==> config.mk <==
export PLATFORM = sky130hd
export DESIGN_NAME = microsecond_delay_timer_unit
export DESIGN_NICKNAME = d
export VERILOG_FILES = /design/src/rtl/mdt_pkg.sv /design/src/rtl/mdt_front.sv /design/src/rtl/mdt_queue.sv /design/src/rtl/mdt_back.sv /design/src/rtl/microsecond_delay_timer_unit.sv
export SDC_FILE = /design/constraint.sdc
export NUM_CORES = 2
export LEC_CHECK = 0
export BUFFER_PORTS_ARGS = -buffer_cell sky130_fd_sc_hd__buf_2
export CAP_MARGIN = 15
export CORE_MARGIN = 2
export CORE_UTILIZATION = 60
export CTS_CLUSTER_DIAMETER = 50
export DETAILED_ROUTE_END_ITERATION = 16
export PLACE_DENSITY = 0.76
export REMOVE_ABC_BUFFERS = 1
export SYNTH_ARGS = -nofsm -noshare
export SYNTH_HDL_FRONTEND = slang
export SYNTH_SLANG_ARGS = --single-unit
export TNS_END_PERCENT = 20
==> constraint.sdc <==
create_clock -name clk_i -period 11.7 [get_ports clk_i]
set_input_delay 1.17 -clock clk_i [delete_from_list [all_inputs] [get_ports clk_i]]
set_output_delay 1.17 -clock clk_i [all_outputs]
set_load 0.05 [all_outputs]
==> src/rtl/mdt_pkg.sv <==
package mdt_pkg;

  // Fixed field widths
  localparam int WORD_W     = 32;
  localparam int PRESCALE_W = 3;
  localparam int STEP_W     = 3;
  localparam int PROD_W     = 2 * WORD_W;

  // Defaults for the top-level parameters
  localparam int CLOCK_HZ_DEF    = 8000000;
  localparam int QUEUE_DEPTH_DEF = 2;

  // Decimal scaling
  localparam int MAX_DEC_STEPS = 6;
  // floor(x / 10) == (x * RECIP10) >> RECIP_SHIFT for every 32-bit x
  localparam logic [WORD_W-1:0] RECIP10 = 32'hCCCC_CCCD;
  localparam int RECIP_SHIFT = 35;

  typedef enum logic {
    KIND_START = 1'b0,
    KIND_TICK  = 1'b1
  } kind_e;

  typedef struct packed {
    kind_e             kind;
    logic [WORD_W-1:0] usec;
  } item_t;

  typedef struct packed {
    logic full;
    logic empty;
  } q_stat_t;

  typedef enum logic [2:0] {
    ST_IDLE,
    ST_MUL,
    ST_CHK,
    ST_UWB,
    ST_DIVP,
    ST_PWB,
    ST_FIN
  } state_e;

  // Tick frequency with up to MAX_DEC_STEPS trailing decimal zeros stripped (elaboration only)
  function automatic logic [WORD_W-1:0] strip_freq(input logic [WORD_W-1:0] f);
    logic [WORD_W-1:0] v;
    v = (f == '0) ? WORD_W'(1) : f;
    for (int i = 0; i < MAX_DEC_STEPS; i++) begin
      if (v % 10 == 0) v = v / 10;
    end
    return v;
  endfunction

  // Decimal steps left after stripping (elaboration only)
  function automatic logic [STEP_W-1:0] strip_steps(input logic [WORD_W-1:0] f);
    logic [WORD_W-1:0] v;
    logic [STEP_W-1:0] s;
    v = (f == '0) ? WORD_W'(1) : f;
    s = STEP_W'(MAX_DEC_STEPS);
    for (int i = 0; i < MAX_DEC_STEPS; i++) begin
      if (v % 10 == 0) begin
        v = v / 10;
        s = s - STEP_W'(1);
      end
    end
    return s;
  endfunction

endpackage

==> src/rtl/mdt_front.sv <==
module mdt_front (
  input  logic                         in_valid_i,
  output logic                         in_stall_o,
  input  logic                         action_i,
  input  logic [mdt_pkg::WORD_W-1:0]   microseconds_i,
  input  mdt_pkg::q_stat_t             q_stat_i,
  output logic                         push_o,
  output mdt_pkg::item_t               item_o
);
  import mdt_pkg::*;

  // Hold off requests while the queue has no room
  assign in_stall_o = q_stat_i.full;
  assign push_o     = in_valid_i && !q_stat_i.full;

  // Classify the request
  always_comb begin
    item_o.kind = action_i ? KIND_TICK : KIND_START;
    item_o.usec = microseconds_i;
  end

endmodule

==> src/rtl/mdt_queue.sv <==
module mdt_queue #(
  parameter int DEPTH = mdt_pkg::QUEUE_DEPTH_DEF
) (
  input  logic             clk_i,
  input  logic             rst_ni,
  input  logic             push_i,
  input  mdt_pkg::item_t   item_i,
  input  logic             pop_i,
  output mdt_pkg::item_t   head_o,
  output mdt_pkg::q_stat_t stat_o
);
  import mdt_pkg::*;

  localparam int PTR_W = (DEPTH > 1) ? $clog2(DEPTH) : 1;
  localparam int CNT_W = $clog2(DEPTH + 1);

  item_t             mem_q [DEPTH];
  logic [PTR_W-1:0]  wr_ptr_q, wr_ptr_d;
  logic [PTR_W-1:0]  rd_ptr_q, rd_ptr_d;
  logic [CNT_W-1:0]  count_q, count_d;
  logic              do_push, do_pop;

  assign stat_o.full  = (count_q == CNT_W'(DEPTH));
  assign stat_o.empty = (count_q == '0);
  assign do_push      = push_i && !stat_o.full;
  assign do_pop       = pop_i && !stat_o.empty;
  assign head_o       = mem_q[rd_ptr_q];

  // Pointer and fill count update
  always_comb begin
    wr_ptr_d = wr_ptr_q;
    rd_ptr_d = rd_ptr_q;
    count_d  = count_q;
    if (do_push) begin
      wr_ptr_d = (wr_ptr_q == PTR_W'(DEPTH - 1)) ? '0 : wr_ptr_q + PTR_W'(1);
    end
    if (do_pop) begin
      rd_ptr_d = (rd_ptr_q == PTR_W'(DEPTH - 1)) ? '0 : rd_ptr_q + PTR_W'(1);
    end
    if (do_push && !do_pop) count_d = count_q + CNT_W'(1);
    else if (!do_push && do_pop) count_d = count_q - CNT_W'(1);
  end

  always_ff @(posedge clk_i or negedge rst_ni) begin
    if (!rst_ni) begin
      wr_ptr_q <= '0;
      rd_ptr_q <= '0;
      count_q  <= '0;
    end else begin
      wr_ptr_q <= wr_ptr_d;
      rd_ptr_q <= rd_ptr_d;
      count_q  <= count_d;
    end
  end

  // Entry storage
  always_ff @(posedge clk_i) begin
    if (do_push) mem_q[wr_ptr_q] <= item_i;
  end

endmodule

==> src/rtl/mdt_back.sv <==
module mdt_back #(
  parameter int CLOCK_HZ = mdt_pkg::CLOCK_HZ_DEF
) (
  input  logic                           clk_i,
  input  logic                           rst_ni,
  input  logic                           cfg_we_i,
  input  logic [mdt_pkg::PRESCALE_W-1:0] cfg_data_i,
  input  mdt_pkg::item_t                 head_i,
  input  mdt_pkg::q_stat_t               q_stat_i,
  output logic                           pop_o,
  output logic                           out_valid_o,
  input  logic                           out_stall_i,
  output logic                           busy_res_o,
  output logic                           done_res_o,
  output logic [mdt_pkg::WORD_W-1:0]     ticks_left_o
);
  import mdt_pkg::*;

  localparam int TAB_N = 2 ** PRESCALE_W;

  // Per-prescale frequency and leftover decimal steps
  logic [WORD_W-1:0] freq_tab  [TAB_N];
  logic [STEP_W-1:0] steps_tab [TAB_N];

  for (genvar p = 0; p < TAB_N; p++) begin : g_tab
    assign freq_tab[p]  = strip_freq(WORD_W'(CLOCK_HZ) >> p);
    assign steps_tab[p] = strip_steps(WORD_W'(CLOCK_HZ) >> p);
  end

  state_e            state_q, state_d;
  logic [PRESCALE_W-1:0] prescale_q;
  logic [WORD_W-1:0] freq_q, usec_q, val_q, rem_q;
  logic [STEP_W-1:0] steps_q;
  logic [PROD_W-1:0] prod_q;
  logic              running_q;

  logic              out_valid_q, out_busy_q, out_done_q;
  logic [WORD_W-1:0] out_ticks_q;

  // Control from the output decoder
  logic              out_free;
  logic              load, mul_en, steps_dec, usec_wb, val_ld, val_wb;
  logic              emit_tick, emit_start;
  logic [WORD_W-1:0] mul_a, mul_b;
  logic [PROD_W-1:0] mul_res;

  logic              need_div;
  logic [WORD_W-1:0] rem_dec, start_rem;
  logic              expire;

  assign out_free  = !out_valid_q || !out_stall_i;
  assign need_div  = (steps_q != '0) && (prod_q[PROD_W-1:WORD_W] != '0);
  assign mul_res   = mul_a * mul_b;
  assign rem_dec   = rem_q - ((rem_q != '0) ? WORD_W'(1) : WORD_W'(0));
  assign expire    = running_q && (rem_dec == '0);
  assign start_rem = (val_q == '0) ? WORD_W'(1) : val_q;

  // Next state
  always_comb begin
    state_d = state_q;
    case (state_q)
      ST_IDLE: begin
        if (!q_stat_i.empty && head_i.kind == KIND_START) state_d = ST_MUL;
      end
      ST_MUL:  state_d = ST_CHK;
      ST_CHK: begin
        if (need_div)              state_d = ST_UWB;
        else if (steps_q != '0)    state_d = ST_DIVP;
        else                       state_d = ST_FIN;
      end
      ST_UWB:  state_d = ST_MUL;
      ST_DIVP: state_d = ST_PWB;
      ST_PWB:  state_d = (steps_q != '0) ? ST_DIVP : ST_FIN;
      ST_FIN: begin
        if (out_free) state_d = ST_IDLE;
      end
      default: state_d = ST_IDLE;
    endcase
  end

  // Outputs of the sequencer
  always_comb begin
    pop_o      = 1'b0;
    load       = 1'b0;
    mul_en     = 1'b0;
    steps_dec  = 1'b0;
    usec_wb    = 1'b0;
    val_ld     = 1'b0;
    val_wb     = 1'b0;
    emit_tick  = 1'b0;
    emit_start = 1'b0;
    mul_a      = usec_q;
    mul_b      = freq_q;
    case (state_q)
      ST_IDLE: begin
        if (!q_stat_i.empty) begin
          if (head_i.kind == KIND_TICK) begin
            pop_o     = out_free;
            emit_tick = out_free;
          end else begin
            pop_o = 1'b1;
            load  = 1'b1;
          end
        end
      end
      ST_MUL: mul_en = 1'b1;
      ST_CHK: begin
        if (need_div) begin
          mul_en    = 1'b1;
          mul_b     = RECIP10;
          steps_dec = 1'b1;
        end else begin
          val_ld = 1'b1;
        end
      end
      ST_UWB: usec_wb = 1'b1;
      ST_DIVP: begin
        mul_en    = 1'b1;
        mul_a     = val_q;
        mul_b     = RECIP10;
        steps_dec = 1'b1;
      end
      ST_PWB: val_wb = 1'b1;
      ST_FIN: emit_start = out_free;
      default: ;
    endcase
  end

  // Control registers
  always_ff @(posedge clk_i or negedge rst_ni) begin
    if (!rst_ni) begin
      state_q     <= ST_IDLE;
      prescale_q  <= '0;
      running_q   <= 1'b0;
      rem_q       <= '0;
      out_valid_q <= 1'b0;
    end else begin
      state_q <= state_d;
      if (cfg_we_i) prescale_q <= cfg_data_i;
      if (emit_tick && running_q) begin
        rem_q <= rem_dec;
        if (expire) running_q <= 1'b0;
      end else if (emit_start) begin
        rem_q     <= start_rem;
        running_q <= 1'b1;
      end
      if (emit_tick || emit_start) out_valid_q <= 1'b1;
      else if (!out_stall_i)       out_valid_q <= 1'b0;
    end
  end

  // Conversion datapath and result payload
  always_ff @(posedge clk_i) begin
    if (load) begin
      freq_q  <= freq_tab[prescale_q];
      steps_q <= steps_tab[prescale_q];
      usec_q  <= head_i.usec;
    end
    if (steps_dec) steps_q <= steps_q - STEP_W'(1);
    if (mul_en)    prod_q  <= mul_res;
    if (usec_wb)   usec_q  <= WORD_W'(prod_q[PROD_W-1:RECIP_SHIFT]);
    if (val_ld)    val_q   <= prod_q[WORD_W-1:0];
    if (val_wb)    val_q   <= WORD_W'(prod_q[PROD_W-1:RECIP_SHIFT]);
    if (emit_tick) begin
      out_busy_q  <= running_q && !expire;
      out_done_q  <= expire;
      out_ticks_q <= (running_q && !expire) ? rem_dec : '0;
    end else if (emit_start) begin
      out_busy_q  <= 1'b1;
      out_done_q  <= 1'b0;
      out_ticks_q <= start_rem;
    end
  end

  assign out_valid_o  = out_valid_q;
  assign busy_res_o   = out_busy_q;
  assign done_res_o   = out_done_q;
  assign ticks_left_o = out_ticks_q;

`ifndef SYNTHESIS
  a_pop_nonempty: assert property (@(posedge clk_i) disable iff (!rst_ni)
    pop_o |-> !q_stat_i.empty)
    else $error("pop from empty queue");

  a_divp_steps: assert property (@(posedge clk_i) disable iff (!rst_ni)
    (state_q == ST_DIVP) |-> (steps_q != '0))
    else $error("decimal step count underflow");

  a_start_result: assert property (@(posedge clk_i) disable iff (!rst_ni)
    (state_q == ST_FIN && emit_start) |=>
      (out_valid_q && out_busy_q && !out_done_q && out_ticks_q != '0))
    else $error("start result malformed");

  a_no_emit_busy_out: assert property (@(posedge clk_i) disable iff (!rst_ni)
    (out_valid_q && out_stall_i) |-> !(emit_tick || emit_start))
    else $error("result overwritten while stalled");
`endif

endmodule

==> src/rtl/microsecond_delay_timer_unit.sv <==
// Channel | Handshake                    | Payload
// --------+------------------------------+-------------------------------------
// in      | in_valid_i / in_stall_o      | action_i, microseconds_i
// out     | out_valid_o / out_stall_i    | busy_res_o, done_res_o, ticks_left_o
// cfg     | cfg_valid_i / cfg_ready_o    | cfg_data_i (prescale)
//
// Ticks leave the idle state one per clock while out_stall_i is low. A start request
// runs MUL, CHK, UWB/MUL/CHK per microsecond divide by ten (u), DIVP/PWB per product
// divide by ten (p) and FIN, with u + p <= 6, all through one shared multiplier.
// Reset clears the queue, the countdown state and the prescale register.
// The input queue lets requests in while the back end converts or the
// output register waits on out_stall_i.
module microsecond_delay_timer_unit #(
  parameter int CLOCK_HZ    = mdt_pkg::CLOCK_HZ_DEF,
  parameter int QUEUE_DEPTH = mdt_pkg::QUEUE_DEPTH_DEF
) (
  input  logic                           clk_i,
  input  logic                           rst_ni,
  input  logic                           in_valid_i,
  output logic                           in_stall_o,
  input  logic                           action_i,
  input  logic [mdt_pkg::WORD_W-1:0]     microseconds_i,
  output logic                           out_valid_o,
  input  logic                           out_stall_i,
  output logic                           busy_res_o,
  output logic                           done_res_o,
  output logic [mdt_pkg::WORD_W-1:0]     ticks_left_o,
  input  logic                           cfg_valid_i,
  output logic                           cfg_ready_o,
  input  logic [mdt_pkg::PRESCALE_W-1:0] cfg_data_i
);
  import mdt_pkg::*;

  item_t   push_item, head_item;
  q_stat_t q_stat;
  logic    push, pop;

  // Register writes are always taken
  assign cfg_ready_o = 1'b1;

  mdt_front u_front (
    .in_valid_i     (in_valid_i),
    .in_stall_o     (in_stall_o),
    .action_i       (action_i),
    .microseconds_i (microseconds_i),
    .q_stat_i       (q_stat),
    .push_o         (push),
    .item_o         (push_item)
  );

  mdt_queue #(
    .DEPTH (QUEUE_DEPTH)
  ) u_queue (
    .clk_i  (clk_i),
    .rst_ni (rst_ni),
    .push_i (push),
    .item_i (push_item),
    .pop_i  (pop),
    .head_o (head_item),
    .stat_o (q_stat)
  );

  mdt_back #(
    .CLOCK_HZ (CLOCK_HZ)
  ) u_back (
    .clk_i        (clk_i),
    .rst_ni       (rst_ni),
    .cfg_we_i     (cfg_valid_i),
    .cfg_data_i   (cfg_data_i),
    .head_i       (head_item),
    .q_stat_i     (q_stat),
    .pop_o        (pop),
    .out_valid_o  (out_valid_o),
    .out_stall_i  (out_stall_i),
    .busy_res_o   (busy_res_o),
    .done_res_o   (done_res_o),
    .ticks_left_o (ticks_left_o)
  );

endmodule
==> results.yml <==
layout:
  multi_input_area_um2: 23850
  antennaDiodeCount: 0
  drive_gt1_frac: 0.06686
  seq_area_um2: 8189
  mostFrequentLayoutCells: "inv_1, fa_1, ha_1"
  fillerInstances: 4608
  syn2layout_area_growth_pct: 6.084
  layout.nets: 4470
  final_common_cell: "inv_1"
  fin_cells: 4280
synthesis:
  synthMuxAreaShare: 0.02803
  ys_types: 65
  ys_ff_latch: 282
  synth_top_cell_by_area: "fa_1"
  synth_fa_ha_area_frac: 0.4489
  yosys-top-cells-area: "fa_1, edfxtp_1, ha_1"
  ys.flop_type: "edfxtp_1"
  synth_edf_count: 232
  yosysSeqAreaShare: 0.2334
  synth_xor_xnor_area_share: 0.02971
  avgSynthCellArea_um2: 10.15
  netlist_instances: 3458
  netlist.area_leader.share: 0.3098
  ys_async_sr_fraction: 0.1560
  synth-simple-area-share: 0.1076
  synth-compound-area-share: 0.06366
  yosysWarnings: 0
  synthesis.area_um2: 35080
  synth_top_family_by_area: "adder cells"
critical_path:
  max_stage_delay_ns: 0.75
  cpMaxStageDelayCell: "nor2_4"
  path_depth: 26
  critPathRequiredTime_ns: 11.98
  rr_startpoint: "u_back.state_q[2]"
  crit_type: "reg2reg"
  arrival_ns: 10.44
  end_kind: "flip-flop"
  reg2reg_to: "u_back.prod_q[63]"
  crit_start: "u_back.state_q[2]"
  cp_common_cell: "fa_1"
  critPathTopFamily: "adder cells"
  worstSetupStartpointType: "flip-flop"
  worst-path-buf-inv: 4
  r2r.worst_path.cells: 26
  cp-endpoint: "u_back.prod_q[63]"
  regToRegSetupSlack_ns: 1.54
  cp_max_fo: 25
routing:
  viasPerCell: 5.962
  antenna_left: 0
  drt_iter0_markers: 2683
  detail_route.wl_per_cell_um: 22.94
  wirelength_um: 98170
  first_pass_iters: 6
  drcViolationCount: 0
  dr_total_vias: 25516
sta:
  setup-tns-final_ns: 0
  hold-worst-slack_ns: 0.4932
  period_needed_ns: 10.16
  rsz0062_at_grt: "no"
  final_hold_viol_count: 0
  setup_violations: 0
  worst_pin_slew_ns: 1.118
  fmax_mhz: 98.45
  slew_headroom: 0.2531
  min_period_over_period: 0.8681
  maxSlewViolCount: 0
  timing.final.ws_setup_ns: 1.543
  clock_skew_ns: 0.02779
clock_network:
  cts-buffers-inserted: 25
  clkSlewWorstSetupHoldPaths_ns: 0.07
  htreeDepth: 1
  root_buffer: "clkbuf_16"
  clock_latency_ns: 0.55
  cts_hold_buffers: 0
  cts_tree: "done"
  clockBufferDepth: 3
  cts_resized: 0
  cts_sinks: 282
  postCtsSetupBuffers: 0
global_routing:
  grt_pass1_vias: 25896
  gr-total-overflow: 0
  grt_util_met1: 0.4618
  grt_pass1_wl_um: 151100
  grt.busiest_layer: "met2"
  met3_usage: 0.05206
  grt_usage: 0.3347
  antenna_found_initial: 0
  grt_use_met2: 0.5369
  grt_start_max_net_pins: 65
floorplanning:
  die_area_um2: 60430
  die-width_um: 245.8
  coreArea_um2: 57810
  initial_core_util: 0.6069
  rows: 88
  pin_count: 78
  dieHeight_um: 245.8
job:
  max-cap-violations: 0
place:
  gp_congestion: 1.018
  dp.cells: 4233
  place_ws_ns: 1.760
  dpl.hpwl_um: 82910
  io_buffers: 76
worst_hold_path:
  hp-class: "reg2reg"
  hold_depth: 2
outcome:
  status: "finished clean"
-- flip-flops by register name, indices dropped and copies added (netlist names), 2 cells and up --
signal / count
u_back.freq_q: 7
u_queue.count_q: 2
u_back.state_q: 3
u_queue.mem_q: 66
u_back.val_q: 32
u_back.ticks_left_o: 32
u_back.prod_q: 64
u_back.usec_q: 32
u_back.prescale_q: 3
u_back.rem_q: 32
u_back.steps_q: 3
-- routing by layer --
layer / wire length (um) / vias to the layer above / share of wire
met3: 8998 / 217 / 0.092
met4: 4532 / 0 / 0.046
met5: 0 / - / 0
met2: 46070 / 1327 / 0.47
met1: 38570 / 12817 / 0.39
li1: - / 11155 / -
-- worst min-delay path, cell delays in order, from the launching register on --
cell	delay, ns
edfxtp_1	0.32
mux2i_1	0.06
nor2_1	0.07
-- cell usage after synthesis (all sizes together), types with 16 or more instances --
library cell / count
inv: 699
mux2i: 69
nor4: 32
dfrtp: 44
fa: 543
xnor2: 77
buf: 20
clkbuf: 98
a21oi: 103
nand3: 25
nand4: 32
nor3: 33
a221o: 22
edfxtp: 232
ha: 390
a21o: 56
nor2: 307
o21bai: 17
or2: 16
mux2: 26
o21ai: 106
xor2: 42
nand2: 319
-- cell type report --
cell class | count | share of cell area
Sequential cell | 282 | 0.2200
Timing Repair Buffer | 129 | 0.02084
Clock inverter | 16 | 0.004168
Tap cell | 765 | 0.02572
Inverter | 700 | 0.07060
Multi-Input combinational cell | 2358 | 0.6408
Clock buffer | 30 | 0.01785
-- per-stage QoR --
step / utilization / instance area (um2)
after floorplan: - / 34600
after detailed placement: 0.6296 / 36390
final: 0.6439 / 37220
after CTS: 0.6438 / 37210
after global placement: 0.6296 / 36390
after global routing: 0.6439 / 37220
-- logic make-up (layout without fill, tap and decap cells) --
| kind of cell | Yosys count | after routing |
|---|---|---|
| other cells | 1 | 1 |
| compound gates | 358 | 358 |
| fa+ha+maj | 933 | 933 |
| xor+xnor | 119 | 119 |
| buf+inv | 818 | 875 |
| simple gates | 852 | 852 |
| flops | 282 | 282 |
| mux | 95 | 95 |
-- worst min path at each step --
stage	from	end
after floorplan	u_back.prod_q[29]	u_back.val_q[29]
after global placement	u_back.prod_q[30]	u_back.val_q[30]
after detailed placement	u_back.prod_q[30]	u_back.val_q[30]
after CTS	u_back.prod_q[30]	u_back.val_q[30]
after global routing	u_queue.count_q[1]	u_queue.count_q[1]
final	u_back.prod_q[30]	u_back.val_q[30]
Power is not shown: default switching activity piles up to over one toggle a cycle in this logic, so the estimate is an artifact.
